<file path="src/savcg_pkg.sv">
package savcg_pkg;

	localparam int GLYPH_ENTRIES = 2048;
	localparam int GLYPH_AW = $clog2(GLYPH_ENTRIES);

	// request codes
	localparam logic [1:0] REQ_LINE  = 2'd0;
	localparam logic [1:0] REQ_CELL  = 2'd1;
	localparam logic [1:0] REQ_GLYPH = 2'd2;

	// attribute groups, bits 4..3 of an attribute byte
	localparam logic [1:0] ATTR_INK   = 2'd0;
	localparam logic [1:0] ATTR_FLAGS = 2'd1;
	localparam logic [1:0] ATTR_PAPER = 2'd2;
	localparam logic [1:0] ATTR_MODE  = 2'd3;

	// text flag bits, mode bit and frame counter bit
	localparam int FLAG_ALT   = 0;
	localparam int FLAG_DBL   = 1;
	localparam int FLAG_BLINK = 2;
	localparam int MODE_HIRES = 2;
	localparam int FRAME_BLINK = 4;

	localparam logic [15:0] TEXT_BASE  = 16'hBB80;
	localparam logic [15:0] HIRES_BASE = 16'hA000;
	localparam logic [7:0]  LINES      = 8'd224;
	localparam logic [7:0]  MAIN_LINES = 8'd200;
	localparam logic [5:0]  COLUMNS    = 6'd40;

	localparam logic [2:0] MODE_RESET = 3'd2;
	localparam logic [2:0] INK_RESET  = 3'd7;

	typedef struct packed {
		logic        is_cell;
		logic        attr;
		logic        hires;
		logic        glyph;
		logic [2:0]  fg;
		logic [2:0]  bg;
		logic [5:0]  bits;
		logic [15:0] addr;
	} cell_t;

	// glyph index folded onto the store depth
	function automatic logic [GLYPH_AW-1:0] glyph_wrap(input logic [10:0] idx);
		logic [12:0] v;
		v = 13'(idx);
		if (v >= 13'(GLYPH_ENTRIES)) begin
			v = v - 13'(GLYPH_ENTRIES);
		end
		return GLYPH_AW'(v);
	endfunction

endpackage

</file>
<file path="src/savcg_res_if.sv">
interface savcg_res_if;
	logic        valid;
	logic        ready;
	logic        pixels_valid;
	logic [17:0] pixel_colors;
	logic [15:0] fetch_address;
	logic        attribute_cell;
	logic        hires_cell;

	modport source(output valid, pixels_valid, pixel_colors, fetch_address, attribute_cell,
		hires_cell, input ready);
	modport sink(input valid, pixels_valid, pixel_colors, fetch_address, attribute_cell,
		hires_cell, output ready);
endinterface

</file>
<file path="src/savcg_back.sv">
module savcg_back (
	input  logic             clk,
	input  logic             arst_n,
	input  logic             s1_valid,
	input  savcg_pkg::cell_t cell_s1,
	input  logic [5:0]       glyph_s1,
	output logic             adv,
	savcg_res_if.source      rsp
);
	import savcg_pkg::*;

	logic        valid_s2;
	logic        pixels_valid_s2;
	logic [17:0] colors_s2;
	logic [15:0] addr_s2;
	logic        attr_s2;
	logic        hires_s2;

	logic [5:0]  bits;
	logic [17:0] colors;

	assign adv = s1_valid && (!valid_s2 || rsp.ready);

	always_comb begin
		bits = cell_s1.glyph ? glyph_s1 : cell_s1.bits;
		for (int i = 0; i < 6; i++) begin
			colors[i*3 +: 3] = bits[i] ? cell_s1.fg : cell_s1.bg;
		end
	end

	always_ff @(posedge clk or negedge arst_n) begin
		if (!arst_n) begin
			valid_s2 <= 1'b0;
		end else if (!valid_s2 || rsp.ready) begin
			valid_s2 <= s1_valid;
		end
	end

	always_ff @(posedge clk) begin
		if (adv) begin
			pixels_valid_s2 <= cell_s1.is_cell;
			colors_s2       <= colors;
			addr_s2         <= cell_s1.addr;
			attr_s2         <= cell_s1.attr;
			hires_s2        <= cell_s1.hires;
		end
	end

	assign rsp.valid          = valid_s2;
	assign rsp.pixels_valid   = pixels_valid_s2;
	assign rsp.pixel_colors   = colors_s2;
	assign rsp.fetch_address  = addr_s2;
	assign rsp.attribute_cell = attr_s2;
	assign rsp.hires_cell     = hires_s2;

	a_blank_result: assert property (@(posedge clk) disable iff (!arst_n)
		valid_s2 && !pixels_valid_s2
		|-> colors_s2 == 18'd0 && addr_s2 == 16'd0 && !attr_s2 && !hires_s2)
		else $error("non-cell result carries data");

	a_kind_excl: assert property (@(posedge clk) disable iff (!arst_n)
		valid_s2 |-> !(attr_s2 && hires_s2))
		else $error("cell flagged both attribute and hires");

	a_adv_lands: assert property (@(posedge clk) disable iff (!arst_n)
		adv |=> valid_s2)
		else $error("request advanced but no result held");

endmodule

</file>
<file path="src/flat_wrapper.sv">
// flat-port wrapper written by rule: the top's interface ports become plain ports
module savcg_back_flat import savcg_pkg::*;
  (clk, arst_n, s1_valid, cell_s1, glyph_s1, adv, rsp_valid, rsp_pixels_valid, rsp_pixel_colors, rsp_fetch_address, rsp_attribute_cell, rsp_hires_cell, rsp_ready);
  savcg_res_if rsp_i ();
  input  logic clk;
  input  logic arst_n;
  input  logic s1_valid;
  input  savcg_pkg::cell_t cell_s1;
  input  logic [5:0] glyph_s1;
  output logic adv;
  output wire logic [$bits(rsp_i.valid)-1:0] rsp_valid;
  output wire logic [$bits(rsp_i.pixels_valid)-1:0] rsp_pixels_valid;
  output wire logic [$bits(rsp_i.pixel_colors)-1:0] rsp_pixel_colors;
  output wire logic [$bits(rsp_i.fetch_address)-1:0] rsp_fetch_address;
  output wire logic [$bits(rsp_i.attribute_cell)-1:0] rsp_attribute_cell;
  output wire logic [$bits(rsp_i.hires_cell)-1:0] rsp_hires_cell;
  input wire logic [$bits(rsp_i.ready)-1:0] rsp_ready;
  assign rsp_valid = rsp_i.valid;
  assign rsp_pixels_valid = rsp_i.pixels_valid;
  assign rsp_pixel_colors = rsp_i.pixel_colors;
  assign rsp_fetch_address = rsp_i.fetch_address;
  assign rsp_attribute_cell = rsp_i.attribute_cell;
  assign rsp_hires_cell = rsp_i.hires_cell;
  assign rsp_i.ready = rsp_ready;
  savcg_back u_core (.clk(clk), .arst_n(arst_n), .s1_valid(s1_valid), .cell_s1(cell_s1), .glyph_s1(glyph_s1), .adv(adv), .rsp(rsp_i));
endmodule
</file>
<file path="config.mk">
export PLATFORM = sky130hd
export DESIGN_NAME = savcg_back_flat
export DESIGN_NICKNAME = d
export VERILOG_FILES = /design/src/savcg_pkg.sv /design/src/savcg_res_if.sv /design/src/savcg_back.sv /design/src/flat_wrapper.sv
export SDC_FILE = /design/constraint.sdc
export NUM_CORES = 1
export LEC_CHECK = 0
export ABC_AREA = 1
export BUFFER_PORTS_ARGS = -buffer_cell sky130_fd_sc_hd__buf_4
export CORE_MARGIN = 4
export CORE_UTILIZATION = 34
export CTS_CLUSTER_SIZE = 10
export DETAILED_ROUTE_END_ITERATION = 10
export GPL_TIMING_DRIVEN = 0
export PLACE_DENSITY = 0.66
export SYNTH_ARGS = -nofsm -noshare
export SYNTH_HDL_FRONTEND = slang
export SYNTH_SLANG_ARGS = --single-unit
</file>
<file path="constraint.sdc">
create_clock -name clk -period 5.6 [get_ports clk]
set_input_delay 1.12 -clock clk [delete_from_list [all_inputs] [get_ports clk]]
set_output_delay 1.12 -clock clk [all_outputs]
set_load 0.01 [all_outputs]
</file>
==> results of run 1 <==
## registers in the layout, indices dropped and copies added, names as in the netlist
name,cells
u_core.rsp.attribute_cell,1
u_core.rsp.valid,1
u_core.rsp.pixel_colors,18
u_core.rsp.hires_cell,1
u_core.rsp.pixels_valid,1
u_core.rsp.fetch_address,16
## per-layer routing
metal / vias to the layer above / part of all wire / routed length (um) / global-route usage
met2: 67 / 0.51 / 1900 / 0.252
met1: 589 / 0.36 / 1340 / 0.147
met4: 0 / 0.0046 / 17 / 0.0350
li1: 642 / - / - / -
met3: 4 / 0.12 / 437 / 0.0554
met5: - / 0 / 0 / 0
## worst min-delay path by stage
stage / slack (ns) / cells past startpoint / from / end
after floorplan: 0.52 / 2 / u_core.rsp.valid / u_core.rsp.valid
after CTS: 0.57 / 2 / u_core.rsp.valid / u_core.rsp.valid
after global routing: 0.58 / 1 / arst_n / u_core.rsp.valid
after global placement: 0.49 / 2 / u_core.rsp.valid / u_core.rsp.valid
final: 0.57 / 2 / u_core.rsp.valid / u_core.rsp.valid
after detailed placement: 0.56 / 2 / u_core.rsp.valid / u_core.rsp.valid
## cell families after synthesis
family | share of synthesized area
compound gates | 0.00320
buf+inv | 0.0481
flops | 0.728
simple gates | 0.221
## Yosys cell counts
cell	n
inv_1	14
edfxtp_1	37
buf_6	1
inv_2	1
nand3_1	36
nand2_1	44
a21oi_1	1
dfrtp_1	1
buf_4	1
## metrics by stage
step / setup WS [ns] / util
global route: 2.19 / 0.531
finish: 2.30 / 0.531
CTS: 2.27 / 0.531
detailed placement: 2.26 / 0.513
global placement: 0.282 / 0.505
floorplan: 1.36 / -
## layout make-up
class                           count  share of cell area
Buffer                              2             0.00801
Multi-Input combinational cell     81               0.154
Tap cell                           52              0.0278
Sequential cell                    38               0.485
Clock buffer                        7              0.0326
Timing Repair Buffer               81               0.268
Inverter                           15              0.0240
## worst max-delay path, stage by stage
cell,delay [ns]
buf_4,0.08
inv_1,0.06
a21oi_4,0.54
buf_16,0.24
buf_4,0.13
## where the power goes
| part | internal (mW) | switching, mW | total [mW] |
|---|---|---|---|
| Combinational | 0.0528 | 0.0507 | 0.104 |
| Sequential | 0.335 | 0.00506 | 0.340 |
| Clock | 0.0855 | 0.0809 | 0.166 |
==> results.md, run 1 <==
* Outcome: finished clean
* Slew Limit Fails at 0
* Slew HR at 0.557
* Critical Path Source: rsp_ready
* Avg Inst Size Synth at 11.5 sq um
* Final setup fails at 0
* Syn_nets at 178
* Initial antenna violation count at 0
* IO buf count at 80
* Share of cells above drive strength 1 at 0.402
* Unrepaired setup endpoints after global routing: false
* Non-filler cells, final at 276
* WL per Instance at 13.4 um
* Cell variety after synth at 9
* Largest area contributor in the netlist: edfxtp_1
* Sequential area share after synthesis at 0.728
* Synthesis-stage register bit count at 38
* Placer Congestion at 0.798
* Design Area, Final at 0.00234 sq mm
* Clock Latency Late Sink at 0.28 ns
* Remaining DRCs at 0
* First-pass GRT wire length at 5800 um
* Nets@finish at 266
* CTS tree: done
* Critical Path Fanout Max at 20
* Die W at 75.8 um
* Final setup TNS at 0 ns
* Most frequent cells in the layout: buf_4 (81), nand2_1 (44), edfxtp_1 (37)
* Ant diodes at 0
* Vias per cell at 4.72
* Mapped cell area at 0.00156 sq mm
* Peak supply drop at 0.000122 V
* Hold Slack at 0.568 ns
* CP endpoint kind: primary output
* Post-CTS Resized at 0
* Overflow after GRT at 0
* Pwr dens at 260 mW/mm^2
* CP endpoint: adv
* Most common cell after layout, fill and taps aside: buf_4
* Worst Max-Slew Pin Slew at 0.663 ns
* Fin Clk Skew at 0.00301 ns
* Die H at 75.8 um
* CTS sink count at 38
* Final WL at 3700 um
* H-tree depth at 2
* Top cells by area, synth: edfxtp_1 (71%), nand3_1 (12%), nand2_1 (11%), inv_1 (3.4%), dfrtp_1 (1.6%)
* Placed Instances at 269
* Vias after detailed routing at 1,302
* Number of global-route vias before repair at 1,304
* Number of buffers created by CTS at 5
* Min-delay worst type: flip-flop to flip-flop
* Final ANT Viol Nets at 0
* FF+latch area at 0.00114 sq mm
* Area of the multi-input gates at 362 sq um
* Maximum root-to-sink buffer count at 2
* Clock-pin transition on the worst setup and hold timing paths at 0.06 ns
* R2R Path End: u_core.rsp.pixel_colors[8]
* Placed Area at 0.00227 sq mm
* # fillers at 405
* Max_cap viols at 0
* Die ar. at 0.00574 sq mm
* FMAX at 0.303 GHz
* Detailed Route Iter0 Violations at 48
* R2r startpoint: u_core.rsp.valid
* CTS Hold Bufs at 0
* Total iterations of the first detailed-routing run at 4
* Synth-to-Final Area Change at 50.0%
* Top-level I/O count at 81
* Core ar. at 0.00441 sq mm
* CP Launch Type: primary input
* Critical path class: primary input to primary output
* Tmin final at 3.30 ns
* Final period util at 0.589
* GRT Util Overall at 0.138
* Post-CTS Setup Bufs at 0
* Initial Utilization at 0.354
* Total power at 0.610 mW
* Final hold vios at 0
* Worst-case reg-to-reg path depth at 2
* Critical path data required time at 4.48 ns
* R2R setup slack at 4.07 ns
* Rows at 24
* Pin count of the biggest net entering global routing at 21
* Synth top area share at 0.712
* Pleak at 1.10 nW
* CTS root buf: clkbuf_8
* Crit path DAT at 2.18 ns
* Ys Warns at 0
* Synth Instances at 136
* DP HPWL at 2910 um
No activity file was read; power rests on OpenSTA's default activity.
==> run 2: changes to the inputs <==
--- a/config.mk
+++ b/config.mk
@@ -12,7 +12,7 @@
 export CTS_CLUSTER_SIZE = 10
 export DETAILED_ROUTE_END_ITERATION = 10
 export GPL_TIMING_DRIVEN = 0
-export PLACE_DENSITY = 0.66
+export PLACE_DENSITY = 0.68
 export SYNTH_ARGS = -nofsm -noshare
 export SYNTH_HDL_FRONTEND = slang
 export SYNTH_SLANG_ARGS = --single-unit
==> constraint.sdc (replaced) <==
create_clock -name clk -period 2.9 [get_ports clk]
set_input_delay 0.58 -clock clk [delete_from_list [all_inputs] [get_ports clk]]
set_output_delay 0.58 -clock clk [all_outputs]
set_load 0.01 [all_outputs]
==> run 2 against run 1 <==
Net effect:
- combinational power is 90% higher
- routed wire length decreased by 5.2%
- via count fell by 1.8%
- clock-buffer cell count is 2 lower
- clock power up 89%
- power increased by 91%
- clock skew grew 0.0028 ns
- critical endpoint unchanged
- largest cell class unchanged
- largest power group unchanged
==> results.md, run 2 (same netlist as run 1, synthesis figures left out) <==
* Tmin final at 2.24 ns
* Peak supply drop at 0.000253 V (was 0.000122 V)
* Post-CTS Resized at 0 (unchanged)
* CTS sink count at 38 (unchanged)
* Rows at 24 (unchanged)
* Final hold vios at 0 (unchanged)
* Placer Congestion at 0.803 (was 0.798)
* Initial antenna violation count at 0 (unchanged)
* NetSw at 0.262 mW (was 0.137 mW)
* Initial Utilization at 0.354 (unchanged)
* Nets@finish at 266 (unchanged)
* Final setup fails at 0 (unchanged)
* Share of cells above drive strength 1 at 0.404 (was 0.402)
* Vias per cell at 4.65 (was 4.72)
* Total power at 1.17 mW (was 0.610 mW)
* Most common cell after layout, fill and taps aside: buf_4 (unchanged)
* Outcome: finished clean (unchanged)
* Number of buffers created by CTS at 5 (unchanged)
* Worst Max-Slew Pin Slew at 0.688 ns (was 0.663 ns)
* Post-CTS Setup Bufs at 0 (unchanged)
* # fillers at 401 (was 405)
* R2R Path End: u_core.rsp.pixel_colors[15] (was u_core.rsp.pixel_colors[8])
* Clock Power Share at 0.268 (was 0.273)
* Unrepaired setup endpoints after global routing: false (unchanged)
* CP endpoint kind: primary output (unchanged)
* WL per Instance at 12.7 um (was 13.4 um)
* Die ar. at 0.00574 sq mm (unchanged)
* Total iterations of the first detailed-routing run at 4 (unchanged)
* Hold Slack at 0.0691 ns (was 0.568 ns)
* Final ANT Viol Nets at 0 (unchanged)
* Critical Path Source: u_core.rsp.valid (was rsp_ready)
* CTS root buf: clkbuf_8 (unchanged)
* Worst-case reg-to-reg path depth at 2 (unchanged)
* Critical path data required time at 2.32 ns (was 4.48 ns)
* GRT Util Overall at 0.128 (was 0.138)
* Slew HR at 0.540 (was 0.557)
* Gate power share at 0.170 (about the same)
* Number of global-route vias before repair at 1,237 (was 1,304)
* Vias after detailed routing at 1,279 (was 1,302)
* Slew Limit Fails at 0 (unchanged)
* Remaining DRCs at 0 (unchanged)
* Detailed Route Iter0 Violations at 39 (was 48)
* IO buf count at 80 (unchanged)
* Core ar. at 0.00441 sq mm (unchanged)
* CP Launch Type: flip-flop (was primary input)
* CTS Hold Bufs at 0 (unchanged)
* FMAX at 0.446 GHz
* Overflow after GRT at 0 (unchanged)
* Clock Latency Late Sink at 0.28 ns (about the same)
* Critical Path Fanout Max at 20 (unchanged)
* R2r startpoint: u_core.rsp.valid (unchanged)
* Final Util at 0.530 (was 0.531)
* Ant diodes at 0 (unchanged)
* Largest register FFs at 18 (unchanged)
* Final period util at 0.773
* Min-delay worst type: primary input to async pin (was flip-flop to flip-flop)
* Sw Ratio at 0.225 (was 0.224)
* Pwr dens at 499 mW/mm^2 (was 260 mW/mm^2)
* First-pass GRT wire length at 5400 um (was 5800 um)
* Non-filler cells, final at 275 (was 276)
* CTS tree: done (unchanged)
* H-tree depth at 2 (unchanged)
* Pint at 0.905 mW (was 0.473 mW)
* FF+latch area at 0.00114 sq mm (unchanged)
* Max_cap viols at 0 (unchanged)
* Critical path class: flip-flop to primary output (was primary input to primary output)
* Die W at 75.8 um (unchanged)
* Placed Instances at 269 (unchanged)
* Maximum root-to-sink buffer count at 2 (unchanged)
* Crit path DAT at 1.66 ns (was 2.18 ns)
* Fin Clk Skew at 0.00578 ns (was 0.00301 ns)
* Top-level I/O count at 81 (unchanged)
* Sequential Power Share at 0.562 (was 0.558)
* Pleak at 1.10 nW (about the same)
* Area of the multi-input gates at 362 sq um (unchanged)
* Synth-to-Final Area Change at 49.8% (was 50.0%)
* Final WL at 3510 um (was 3700 um)
* R2R setup slack at 1.35 ns (was 4.07 ns)
* Die H at 75.8 um (unchanged)
* Most frequent cells in the layout: buf_4 (81), nand2_1 (44), edfxtp_1 (37) (unchanged)
* Pin count of the biggest net entering global routing at 21 (unchanged)
* Clock-pin transition on the worst setup and hold timing paths at 0.06 ns (about the same)
* DP HPWL at 2740 um (was 2910 um)
## run 2: cell types whose count changed in the layout (fill, tap and decap cells not counted), sizes merged
cell,delta
clkbuf,-2
clkinv,+1
## run 2: critical path, stage by stage (launching register included)
cell	delay, ns
dfrtp_1	0.42
a21oi_4	0.59
buf_16	0.24
buf_4	0.14
## run 2: per-stage QoR
stage,TNS (ns),area [sq um],worst slack [ns]
2_1_floorplan,0,1570,0.507
3_3_place_gp,-0.217,2230,-0.217
3_5_place_dp,0,2270,0.660
4_1_cts,0,2340,0.631
5_1_grt,0,2340,0.559
6_report,0,2340,0.660
## run 2: worst max-delay path by stage
| stage | to | slack (ns) | depth (start not counted) |
|---|---|---|---|
| final | adv | 0.66 | 3 |
| after global placement | adv | -0.22 | 4 |
| after global routing | adv | 0.56 | 3 |
| after CTS | adv | 0.63 | 3 |
| after detailed placement | adv | 0.66 | 5 |
| after floorplan | adv | 0.51 | 2 |
## run 2: area by class of cell
cell class,instances,area share
buffer,2,0.00803
clock buffer,5,0.0294
clock inverter,1,0.00161
inverter,15,0.0241
multi-input combinational,81,0.155
sequential,38,0.486
tap,52,0.0278
timing repair buffer,81,0.269
## run 2: power by group through the flow
stage | logic [mW] | clock network (mW) | registers, mW
2_1_floorplan | 0.0595 | 0 | 0.687
3_3_place_gp | 0.191 | 0 | 0.669
3_5_place_dp | 0.201 | 0 | 0.668
4_1_cts | 0.201 | 0.326 | 0.657
5_1_grt | 0.219 | 0.358 | 0.659
6_report | 0.198 | 0.313 | 0.656
## run 2: routing by layer
| layer | wire length [um] | vias to the layer above | track usage |
|---|---|---|---|
| met4 | 9 | 0 | 0.0408 |
| met3 | 395 | 2 | 0.0554 |
| met1 | 1280 | 572 | 0.135 |
| li1 | - | 642 | - |
| met2 | 1820 | 63 | 0.227 |
| met5 | 0 | - | 0 |
